### src/design/tbm_pkg.sv
// Package for the TLSF bin bitmap manager: default sizes, operation codes,
// controller command and status structs, and bit-search helpers.
// Used by tbm_ctrl, tbm_datapath and tlsf_bin_bitmap_manager_core.
package tbm_pkg;

  localparam int SECOND_LEVEL_BITS = 4;
  localparam int FIRST_LEVEL_COUNT = 32;
  localparam int COUNT_WIDTH       = 16;

  localparam int OP_WIDTH   = 2;
  localparam int SIZE_WIDTH = 32;
  localparam int FL_FIELD_W = 5;
  localparam int SL_FIELD_W = 4;

  localparam logic [OP_WIDTH-1:0] OP_INSERT  = 2'd0;
  localparam logic [OP_WIDTH-1:0] OP_REMOVE  = 2'd1;
  localparam logic [OP_WIDTH-1:0] OP_SEARCH  = 2'd2;
  localparam logic [OP_WIDTH-1:0] OP_UNKNOWN = 2'd3;

  // Commands from the sequencer to the datapath, one step each.
  typedef struct packed {
    logic clear_step;
    logic load;
    logic find_msb;
    logic map;
    logic rd_bin;
    logic exec;
    logic rd_next;
    logic finish_next;
  } tbm_cmd_t;

  // Status from the datapath back to the sequencer.
  typedef struct packed {
    logic clear_last;
    logic need_next;
    logic out_busy;
  } tbm_status_t;

  // Index of the highest set bit of a 32-bit word (0 when the word is 0).
  function automatic logic [4:0] msb32(input logic [31:0] v);
    logic [4:0] r;
    r = '0;
    for (int i = 0; i < 32; i++) begin
      if (v[i]) r = 5'(i);
    end
    return r;
  endfunction

  // Index of the lowest set bit of a 64-bit word (0 when the word is 0).
  function automatic logic [5:0] lsb64(input logic [63:0] v);
    logic [5:0] r;
    r = '0;
    for (int i = 63; i >= 0; i--) begin
      if (v[i]) r = 6'(i);
    end
    return r;
  endfunction

endpackage

### src/design/tbm_ctrl.sv
// Sequencer for the TLSF bin bitmap manager: clearing sweep, then one item
// at a time through leading-one, map, read, execute and an optional second
// bitmap read. Depends on tbm_pkg for the command and status structs.
module tbm_ctrl (
  input  logic                 clk,
  input  logic                 rst,
  input  logic                 in_valid,
  output logic                 in_stall,
  input  tbm_pkg::tbm_status_t status,
  output tbm_pkg::tbm_cmd_t    cmd
);

  typedef enum logic [2:0] {
    ST_CLEAR,
    ST_IDLE,
    ST_MSB,
    ST_MAP,
    ST_READ,
    ST_EXEC,
    ST_READ2,
    ST_FIND2
  } state_t;

  state_t state;
  state_t state_next;

  always_comb begin
    cmd        = '0;
    state_next = state;
    case (state)
      ST_CLEAR: begin
        cmd.clear_step = 1'b1;
        if (status.clear_last) state_next = ST_IDLE;
      end
      ST_IDLE: begin
        if (in_valid) begin
          cmd.load   = 1'b1;
          state_next = ST_MSB;
        end
      end
      ST_MSB: begin
        cmd.find_msb = 1'b1;
        state_next   = ST_MAP;
      end
      ST_MAP: begin
        cmd.map    = 1'b1;
        state_next = ST_READ;
      end
      ST_READ: begin
        cmd.rd_bin = 1'b1;
        state_next = ST_EXEC;
      end
      ST_EXEC: begin
        // hold while the previous result is still stalled
        if (!status.out_busy) begin
          cmd.exec   = 1'b1;
          state_next = status.need_next ? ST_READ2 : ST_IDLE;
        end
      end
      ST_READ2: begin
        cmd.rd_next = 1'b1;
        state_next  = ST_FIND2;
      end
      ST_FIND2: begin
        if (!status.out_busy) begin
          cmd.finish_next = 1'b1;
          state_next      = ST_IDLE;
        end
      end
      default: state_next = ST_IDLE;
    endcase
  end

  always_ff @(posedge clk) begin
    if (rst) begin
      state <= ST_CLEAR;
    end else begin
      state <= state_next;
    end
  end

  assign in_stall = (state != ST_IDLE);

endmodule

### config.mk
export PLATFORM = sky130hd
export DESIGN_NAME = tbm_ctrl
export DESIGN_NICKNAME = d
export VERILOG_FILES = /design/src/design/tbm_pkg.sv /design/src/design/tbm_ctrl.sv
export SDC_FILE = /design/constraint.sdc
export NUM_CORES = 1
export LEC_CHECK = 0
export BUFFER_PORTS_ARGS = -buffer_cell sky130_fd_sc_hd__buf_2
export CORE_AREA = 2 2 39 41
export DETAILED_ROUTE_END_ITERATION = 8
export DIE_AREA = 0 0 41 43
export HOLD_SLACK_MARGIN = 0.03
export PLACE_DENSITY = 0.54
export SETUP_SLACK_MARGIN = 0.2
export SLEW_MARGIN = 30
export SYNTH_ARGS = -nofsm -noshare
export SYNTH_HDL_FRONTEND = slang
export SYNTH_SLANG_ARGS = --single-unit
### constraint.sdc
create_clock -name clk -period 0.99 [get_ports clk]
set_input_delay 0.198 -clock clk [delete_from_list [all_inputs] [get_ports clk]]
set_output_delay 0.198 -clock clk [all_outputs]
set_load 0.05 [all_outputs]
# Yosys cells after proc, flatten, opt, wreduce, memory -nomap -nowiden
# Index checks and enable logic that the tools add are counted.
# W data, S select, Z words.
# totals
regBits	3
in_bits	6
# op_classes
eq_ne	12
reduce_logical	2
muxes	16
# op_table
cell	n
$pmux W3 S8	1
$mux W3	5
$eq A3 B3 Y1 const B	4
$mux W1	10
$ne A2 B2 Y1 const B	4
$eq A3 B2 Y1 const B	2
$reduce_and A4 Y1	1
$eq A3 B1 Y1 const B	1
$logic_not A3 Y1	1
$ne A3 B1 Y1 const B	1

# Logic depth before layout (Yosys ltp)
# Gate-level depths: netlist of the first run.
# logic_depth
depth_word	3
mapped_depth	4
ltp_nobuf	3

# Least setup slack after synthesis of the first run
# No wires, ideal clock.
# synth_timing
path_kind	flip-flop to output port
startpoint	register state[1]
endpoint	output cmd[6] (netlist bit)
arrival_ps	1690
path_stages_with_launch	4
path_slack_ps	-898
path_cell_list	dfxtp_1 > nand2b_4 > nand2b_1 > nor2_1
# synth_lines
element	line_no	source
start, declared	tbm_ctrl.sv:24	state_t state;
start signal, assigned	tbm_ctrl.sv:78	state <= state_next;
end, declared	tbm_ctrl.sv:10	output tbm_pkg::tbm_cmd_t cmd

==> out/metrics.cfg, run 1 <==
[sta]
layout_setup_ws_ns=-0.320
setup_violations=12
rsz0062_at_grt=yes
max-slew-margin-rel_pct=81.7
finalClockSkew_ns=0.00712
slew_viol_final=0
fmax_ghz=0.764
holdWs_ns=0.189
period_needed_ns=1.31
tightest_slew_ns=0.275
hold_viol=0
finalCritPeriodShare_pct=132

[power_and_ir_drop]
p_clk_share_pct=30.7
p_sw_share_pct=38.0
p_leak_nw=0.292
p_int_w=0.000455
switchingPower_w=0.000279
peakVddDrop_mv=0.519
comb_power_share_pct=49.2
p_per_area_mw_per_mm2=1030
pwr-share-seq_pct=20.0

[floorplan]
die_w_um=41
chipHeight_um=43
start_util_pct=18.8
rows=14
coreArea_mm2=0.00138
die_area_mm2=0.00176
ioPinCount=15

[layout]
largest_register=state
area_delta_synth_final_pct=174
mostFrequentLayoutCells=13 x buf_6, 9 x buf_4, 5 x buf_2
fillCellCount=133
post_route_cells_drive_above_1_share_pct=83.9
antenna_cells=0
register_area_um2=71.3
largest_reg_flops=3
fin_area_um2=712
final_nets=69
multi_input_area_um2=320
reg.largest.list=state: 3 flops
layout_commonest_cell=buf_6

[global_route]
antenna_found_initial=0
grt_usage_pct=12.9
grt_pass1_wl_mm=1.41
overflow=0
grt_max_degree=7
grt_pass1_vias=349

[detailed_routing]
drc=0
drt-initial-drc-count=2
first_pass_iters=2
wl_per_cell_um=11.7
num_vias=343
antenna_left=0
routed_wl_um=916
vias_per_cell=4.40

[place]
finalWeightedCongestion=0.693
placed_area_um2=524
port_buffers=14
hpwl_um=617

[run_status]
status=finished with violations
violations=negative setup slack

[clock_network]
clk_latency_ns=0.24
cts_hold_buf=0
cts_max_path_buffers=2
cts-root-buf=clkbuf_4
tritoncts=done
cts_sinks=3
htree_levels=1
cts_made_buffers=3
path_clk_slew_ns=0.04

[logic_synthesis]
synth_top_family_by_area=simple AND/OR/NAND/NOR gates
synth_compound_area_share_pct=30.8
synth-adder-area-share_pct=0
synth_area_leader_cell=dfxtp_1
yosys_warnings=0
synthTopCellsByArea=dfxtp_1 23%, a2111oi_4 11%, nand2b_1 7.2%
synthSimpleGateAreaFrac_pct=37.5
synth_cell_types=19
synth_xor_area_share_pct=0
netlist.area_leader.share_pct=23.1
synthMuxAreaShare_pct=0
syn_area_per_cell_um2=8.40
synth_seq_cells=3
netlist_area_um2=260
syn_nets=37
yosysSeqAreaShare_pct=23.1
syn_inst=31

[worst_setup_path]
setup.worst_path.class=reg2out
cp.required_ns=0.79
end_kind=primary output
cp.arrival_ns=1.11
cp-start-kind=flip-flop
cpMostUsedCell=nand2b_4
cp_cell_sequence=nand2b_4 -> nand2b_4 -> nor2_4 -> buf_8
critical_path.slowest_cell=dfxtp_4
cpPeakStageDelay_ns=0.34
path_max_fanout=4

[worst_hold_path]
min_path_type=in2reg

[flow_run]
max_cap_violations=0

final timing paths:
| kind | startpoint | end | slack, ns | depth (start not counted) |
|---|---|---|---|---|
| worst max-delay path | state[1] | cmd[6] | -0.32 | 4 |
| worst min-delay path | rst | state[0] | 0.19 | 2 |
| worst max register to register | state[1] | state[0] | -0.21 | 5 |
| worst min register to register | state[2] | state[1] | 0.70 | 2 |
kinds of logic (layout without fill, tap and decap cells):
logic type,Yosys count,in the layout
buffers and inverters,5,36
DFF,3,3
and+or+nand+nor,16,16
AOI/OAI and AO/OA,7,7
metrics by stage:
stage                     utilization (%)  cells  setup slack, ns  TNS, ns  total power, W
after floorplan                         -     31           -0.290    -1.42        0.000348
after global placement               37.9     71           -0.163    -1.12        0.000424
after detailed placement             37.9     71           -0.182    -1.21        0.000425
after CTS                            46.6     76           -0.335    -3.09        0.000703
after global routing                 51.4     78           -0.365    -3.49        0.000780
final                                51.4     78           -0.320    -2.89        0.000735
power by group through the flow:
stage	clock network, W	registers, W	logic [W]
after global placement	0	0.000148	0.000276
final	0.000226	0.000147	0.000362
after global routing	0.000248	0.000150	0.000382
after floorplan	0	0.000147	0.000201
after CTS	0.000239	0.000147	0.000316
after detailed placement	0	0.000148	0.000277
layer usage:
| metal | track usage [%] | share of wire [%] | up-vias |
|---|---|---|---|
| li1 | - | - | 174 |
| met1 | 14.4 | 39 | 160 |
| met4 | 14.0 | 0 | 0 |
| met2 | 17.8 | 57 | 9 |
| met5 | 0 | 0 | - |
| met3 | 3.14 | 3.4 | 0 |
timing repair:
item / 4_1_cts / 5_1_grt
buffers inserted: 1 / 2
setup endpoints to repair: 12 / 12
resized for setup: 23 / 10
cloned: 0 / 0
pin swaps: 2 / 3
Yosys cell counts (all sizes together):
library cell	count
nor2	5
inv	4
nand2b	4
dfxtp	3
nor3	3
nor3b	2
a2111oi	1
a21boi	1
a2bb2oi	1
a31oi	1
buf	1
nand2	1
o21ba	1
o221a	1
o32ai	1
or2b	1
worst max-delay path, delay by kind of cell, from the launching register on:
| family | cells | cell delay (ns) |
|---|---|---|
| and+or+nand+nor | 3 | 0.39 |
| buffers and inverters | 1 | 0.15 |
| DFF | 1 | 0.34 |
layout make-up:
cell class / count / share of cell area [%]
Clock buffer: 4 / 3.69
Inverter: 4 / 2.81
Multi-Input combinational cell: 23 / 45.0
Sequential cell: 3 / 10.0
Tap cell: 16 / 2.81
Timing Repair Buffer: 28 / 35.7
Note: power is estimated with default switching activity, not from simulation.
==> run 2, diff against run 1 <==
GPL_TIMING_DRIVEN = 0   (was not set)
==> out/metrics.cfg, run 2 (synthesis gave the netlist of run 1 again) <==
[place]
hpwl_um=561  ; was 617 um
placed_area_um2=457  ; was 524 um2
finalWeightedCongestion=0.745  ; was 0.693
place_inst=61  ; was 71
port_buffers=14  ; unchanged

[clock_network]
cts-root-buf=clkbuf_4  ; unchanged
htree_levels=1  ; unchanged
cts_made_buffers=3  ; unchanged
tritoncts=done  ; unchanged
clk_latency_ns=0.23  ; was 0.24 ns
path_clk_slew_ns=0.03  ; was 0.04 ns
cts_hold_buf=0  ; unchanged
cts_sinks=3  ; unchanged
cts_max_path_buffers=2  ; unchanged

[layout]
reg.largest.list=state: 3 flops  ; unchanged
register_area_um2=68.8  ; was 71.3 um2
mostFrequentLayoutCells=11 x buf_6, 7 x buf_4, 5 x buf_2  ; was 13 x buf_6, 9 x buf_4, 5 x buf_2
utilization_pct=48.2  ; was 51.4%
final_cells=75  ; was 78
area_delta_synth_final_pct=156  ; was 174%
fillCellCount=132  ; was 133
antenna_cells=0  ; unchanged
final_nets=66  ; was 69
layout_commonest_cell=buf_6  ; unchanged
largest_register=state  ; unchanged
post_route_cells_drive_above_1_share_pct=83.1  ; was 83.9%
largest_reg_flops=3  ; unchanged
fin_area_um2=667  ; was 712 um2
multi_input_area_um2=293  ; was 320 um2

[floorplan]
die_area_mm2=0.00176  ; unchanged
chipHeight_um=43  ; unchanged
die_w_um=41  ; unchanged
coreArea_mm2=0.00138  ; unchanged
ioPinCount=15  ; unchanged
rows=14  ; unchanged
start_util_pct=18.8  ; unchanged

[detailed_routing]
wl_per_cell_um=12.0  ; was 11.7 um
antenna_left=0  ; unchanged
routed_wl_um=902  ; was 916 um
drt-initial-drc-count=1  ; was 2
first_pass_iters=4  ; was 2
vias_per_cell=4.52  ; was 4.40
drc=0  ; unchanged
num_vias=339  ; was 343

[worst_hold_path]
min_from=rst  ; unchanged
min_path_type=in2reg  ; unchanged

[sta]
fmax_ghz=0.745  ; was 0.764 GHz
slew_viol_final=0  ; unchanged
max-slew-margin-rel_pct=82.5  ; was 81.7%
hold_viol=0  ; unchanged
rsz0062_at_grt=yes  ; unchanged
setup_violations=12  ; unchanged
holdWs_ns=0.193  ; was 0.189 ns
finalCritPeriodShare_pct=136  ; was 132%
layout_setup_ws_ns=-0.351  ; was -0.320 ns
tightest_slew_ns=0.262  ; was 0.275 ns
finalClockSkew_ns=0.00138  ; was 0.00712 ns
period_needed_ns=1.34  ; was 1.31 ns

[worst_setup_path]
cp.required_ns=0.79  ; about the same
r2r-start=state[0]  ; was state[1]
path_max_fanout=7  ; was 4
startpoint=state[0]  ; was state[1]
end_kind=primary output  ; unchanged
cp-start-kind=flip-flop  ; unchanged
cp.arrival_ns=1.14  ; was 1.11 ns
setup.worst_path.class=reg2out  ; unchanged

[global_route]
globalRouteMet3Util_pct=3.66  ; was 3.14%
grt_pass1_vias=327  ; was 349
antenna_found_initial=0  ; unchanged
overflow=0  ; unchanged
grt_pass1_wl_mm=1.35  ; was 1.41 mm
use_met1_pct=13.7  ; was 14.4%
grt_usage_pct=11.7  ; was 12.9%
top_usage_layer=met2  ; unchanged
grtUsageMet2_pct=15.6  ; was 17.8%
grt_max_degree=8  ; was 7

[power_and_ir_drop]
peakVddDrop_mv=0.584  ; was 0.519 mV
p_per_area_mw_per_mm2=1070  ; was 1030 mW/mm2
p_leak_nw=0.275  ; was 0.292 nW

[run_status]
violations=negative setup slack  ; unchanged
status=finished with violations  ; unchanged

[flow_run]
max_cap_violations=0  ; unchanged

[run 2: final cells by class]
cell class | count | share of cell area (%)
multi-input cells | 23 | 43.9
plain buffers | 1 | 2.25
repair buffers | 24 | 33.2
clock buffers | 4 | 3.94
flip-flops and latches | 3 | 10.3
well taps | 16 | 3.00
inverters | 4 | 3.38
[run 2: where the power goes]
| group | internal, W | switching [W] | leakage (nW) | total (W) |
|---|---|---|---|---|
| Combinational | 0.000174 | 0.000185 | 0.233 | 0.000359 |
| Clock | 0.000151 | 0.0000607 | 0.0150 | 0.000212 |
| Sequential | 0.000130 | 0.0000157 | 0.0264 | 0.000145 |
| Total | 0.000455 | 0.000261 | 0.275 | 0.000716 |
[run 2: timing repair]
| action | in CTS | in global routing |
|---|---|---|
| setup endpoints to repair | 12 | 12 |
| buffers inserted | 9 | 1 |
| gates resized for setup | 22 | 3 |
| pin swaps | 4 | 2 |
[run 2: per-stage QoR]
step | total power (W) | setup TNS, ns | setup slack (ns)
floorplan | 0.000348 | -1.42 | -0.290
global placement | 0.000394 | -1.44 | -0.258
finish | 0.000716 | -2.89 | -0.351
global route | 0.000756 | -3.49 | -0.411
detailed placement | 0.000396 | -1.53 | -0.261
CTS | 0.000709 | -3.00 | -0.362
[run 2: critical path: stages (launching register included)]
cell and delay [ns]:
dfxtp_2 0.32, buf_8 0.14, nand2b_4 0.07, nand2b_4 0.15
nor2_4 0.07, buf_6 0.16
[run 2: metal layers]
layer,up-vias,part of all wire [%]
met2,17,56
met5,-,0
met4,0,1.4
met3,2,6.3
met1,152,36
li1,168,-
[run 2: final timing paths]
kind,cells after the start,slack (ns),endpoint
setup / recovery,5,-0.35,cmd[6]
hold / removal,2,0.19,state[0]
setup reg to reg,6,-0.19,state[0]
hold reg to reg,2,0.69,state[2]
==> run 3, diff against run 2 <==
PLACE_DENSITY = 0.4   (was 0.54)
==> out/metrics.cfg, run 3 (synthesis gave the netlist of run 1 again) <==
[detailed_routing]
drt-initial-drc-count=1  ; unchanged
first_pass_iters=4  ; unchanged
wl_per_cell_um=12.1  ; was 12.0 um
routed_wl_um=923  ; was 902 um
antenna_left=0  ; unchanged
vias_per_cell=4.37  ; was 4.52
drc=0  ; unchanged
num_vias=332  ; was 339

[worst_hold_path]
hold_depth=2  ; unchanged
min_from=rst  ; unchanged
min_path_type=in2reg  ; unchanged
min_to=state[0]  ; unchanged

[worst_setup_path]
rr_endpoint=state[0]  ; unchanged
path_buf_inv=3  ; was 2
cp.arrival_ns=1.16  ; was 1.14 ns
end_kind=primary output  ; unchanged
setup.worst_path.class=reg2out  ; unchanged
cp-start-kind=flip-flop  ; unchanged
reg2reg_depth=5  ; was 6
r2r_slack_ns=-0.16  ; was -0.19 ns
cpMostUsedCell=buf_6  ; was nand2b_4
path_max_fanout=6  ; was 7
cp_top_family=buffers and inverters  ; was flip-flops
cp_cell_sequence=buf_8 -> buf_6 -> nor3b_4 -> buf_6  ; was buf_8 -> nand2b_4 -> nand2b_4 -> nor2_4 -> buf_6
cp.required_ns=0.79  ; about the same
critical_path.slowest_cell=dfxtp_2  ; unchanged
cpPeakStageDelay_ns=0.31  ; was 0.32 ns
r2r-start=state[0]  ; unchanged

[floorplan]
coreArea_mm2=0.00138  ; unchanged
chipHeight_um=43  ; unchanged
ioPinCount=15  ; unchanged
die_w_um=41  ; unchanged
die_area_mm2=0.00176  ; unchanged
rows=14  ; unchanged
start_util_pct=18.8  ; unchanged

[layout]
post_route_cells_drive_above_1_share_pct=86.7  ; was 83.1%
layout_commonest_cell=buf_6  ; unchanged
mostFrequentLayoutCells=11 x buf_6, 7 x buf_4, 5 x buf_2  ; unchanged
largest_register=state  ; unchanged
final_nets=67  ; was 66
largest_reg_flops=3  ; unchanged
register_area_um2=68.8  ; unchanged
fillCellCount=133  ; was 132
utilization_pct=49.4  ; was 48.2%
multi_input_area_um2=294  ; was 293 um2
antenna_cells=0  ; unchanged
reg.largest.list=state: 3 flops  ; unchanged
area_delta_synth_final_pct=162  ; was 156%

[sta]
rsz0062_at_grt=yes  ; unchanged
setup_violations=11  ; was 12
max-slew-margin-rel_pct=82.8  ; was 82.5%
tightest_slew_ns=0.259  ; was 0.262 ns
slew_viol_final=0  ; unchanged
period_needed_ns=1.36  ; was 1.34 ns
fmax_ghz=0.738  ; was 0.745 GHz
finalClockSkew_ns=0.00152  ; was 0.00138 ns
layout_setup_ws_ns=-0.366  ; was -0.351 ns
hold_viol=0  ; unchanged
holdWs_ns=0.183  ; was 0.193 ns
finalCritPeriodShare_pct=137  ; was 136%

[clock_network]
cts_made_buffers=3  ; unchanged
path_clk_slew_ns=0.04  ; was 0.03 ns
htree_levels=1  ; unchanged
clk_latency_ns=0.23  ; about the same
cts_max_path_buffers=2  ; unchanged
cts_sinks=3  ; unchanged
tritoncts=done  ; unchanged
cts-root-buf=clkbuf_4  ; unchanged

[place]
dp_slack_ns=-0.265  ; was -0.261 ns
hpwl_um=578  ; was 561 um
port_buffers=14  ; unchanged
finalWeightedCongestion=0.714  ; was 0.745

[global_route]
grt_usage_pct=12.5  ; was 11.7%
grt_max_degree=9  ; was 8
antenna_found_initial=0  ; unchanged
overflow=0  ; unchanged
grt_pass1_vias=318  ; was 327
grt_pass1_wl_mm=1.39  ; was 1.35 mm

[run_status]
violations=negative setup slack  ; unchanged
status=finished with violations  ; unchanged

[power_and_ir_drop]
p_leak_nw=0.284  ; was 0.275 nW
p_per_area_mw_per_mm2=1070  ; about the same
peakVddDrop_mv=0.469  ; was 0.584 mV

[flow_run]
max_cap_violations=0  ; unchanged

==> run 3: timing repair <==
item / CTS / global route
setup buffers: 6 / 5
pin swaps: 2 / 5
gates resized for setup: 20 / 9
hold buffers: 0 / 0
setup endpoints to repair: 12 / 12
==> run 3: how the worst max path moves through the flow <==
stage | startpoint | end | slack [ns] | cells after the start
2_1_floorplan | state[0] | cmd[6] | -0.29 | 4
3_3_place_gp | state[0] | cmd[6] | -0.25 | 5
3_5_place_dp | state[0] | cmd[6] | -0.26 | 5
4_1_cts | state[0] | cmd[6] | -0.37 | 5
5_1_grt | state[0] | cmd[5] | -0.41 | 4
6_report | state[0] | cmd[5] | -0.37 | 4
==> run 3: cell type report <==
| class | count | share of cell area, % |
|---|---|---|
| Buffer | 1 | 2.20 |
| Clock buffer | 4 | 3.85 |
| Inverter | 4 | 3.30 |
| Multi-Input combinational cell | 23 | 43.0 |
| Sequential cell | 3 | 10.1 |
| Tap cell | 16 | 2.93 |
| Timing Repair Buffer | 25 | 34.6 |
==> run 3: metal layers <==
layer / vias to the layer above / wire length [um] / track usage (%)
li1: 171 / - / -
met1: 152 / 339 / 11.8
met2: 9 / 546 / 20.6
met3: 0 / 37 / 3.66
met4: 0 / 0 / 10.0
met5: - / 0 / 0
==> run 3: stage by stage <==
step	total power [W]	TNS (ns)	std cells	cell area, um2
2_1_floorplan	0.000348	-1.42	31	367
3_3_place_gp	0.000395	-1.50	61	457
3_5_place_dp	0.000396	-1.61	61	457
4_1_cts	0.000678	-3.05	71	591
5_1_grt	0.000778	-3.50	76	683
6_report	0.000729	-2.97	76	683
==> run 3: worst reg2reg max path: stages, from the launching register on <==
cell and delay [ns]:
dfxtp_2 0.32, buf_8 0.12, nand2b_4 0.06, buf_4 0.15, o221a_1 0.25, nor3_2 0.16
==> run 3: where the power goes <==
part           switching (W)  total [W]  internal, W  leakage (nW)
sequential         0.0000136   0.000143     0.000130        0.0264
clock              0.0000656   0.000217     0.000151        0.0150
combinational       0.000186   0.000369     0.000183         0.243
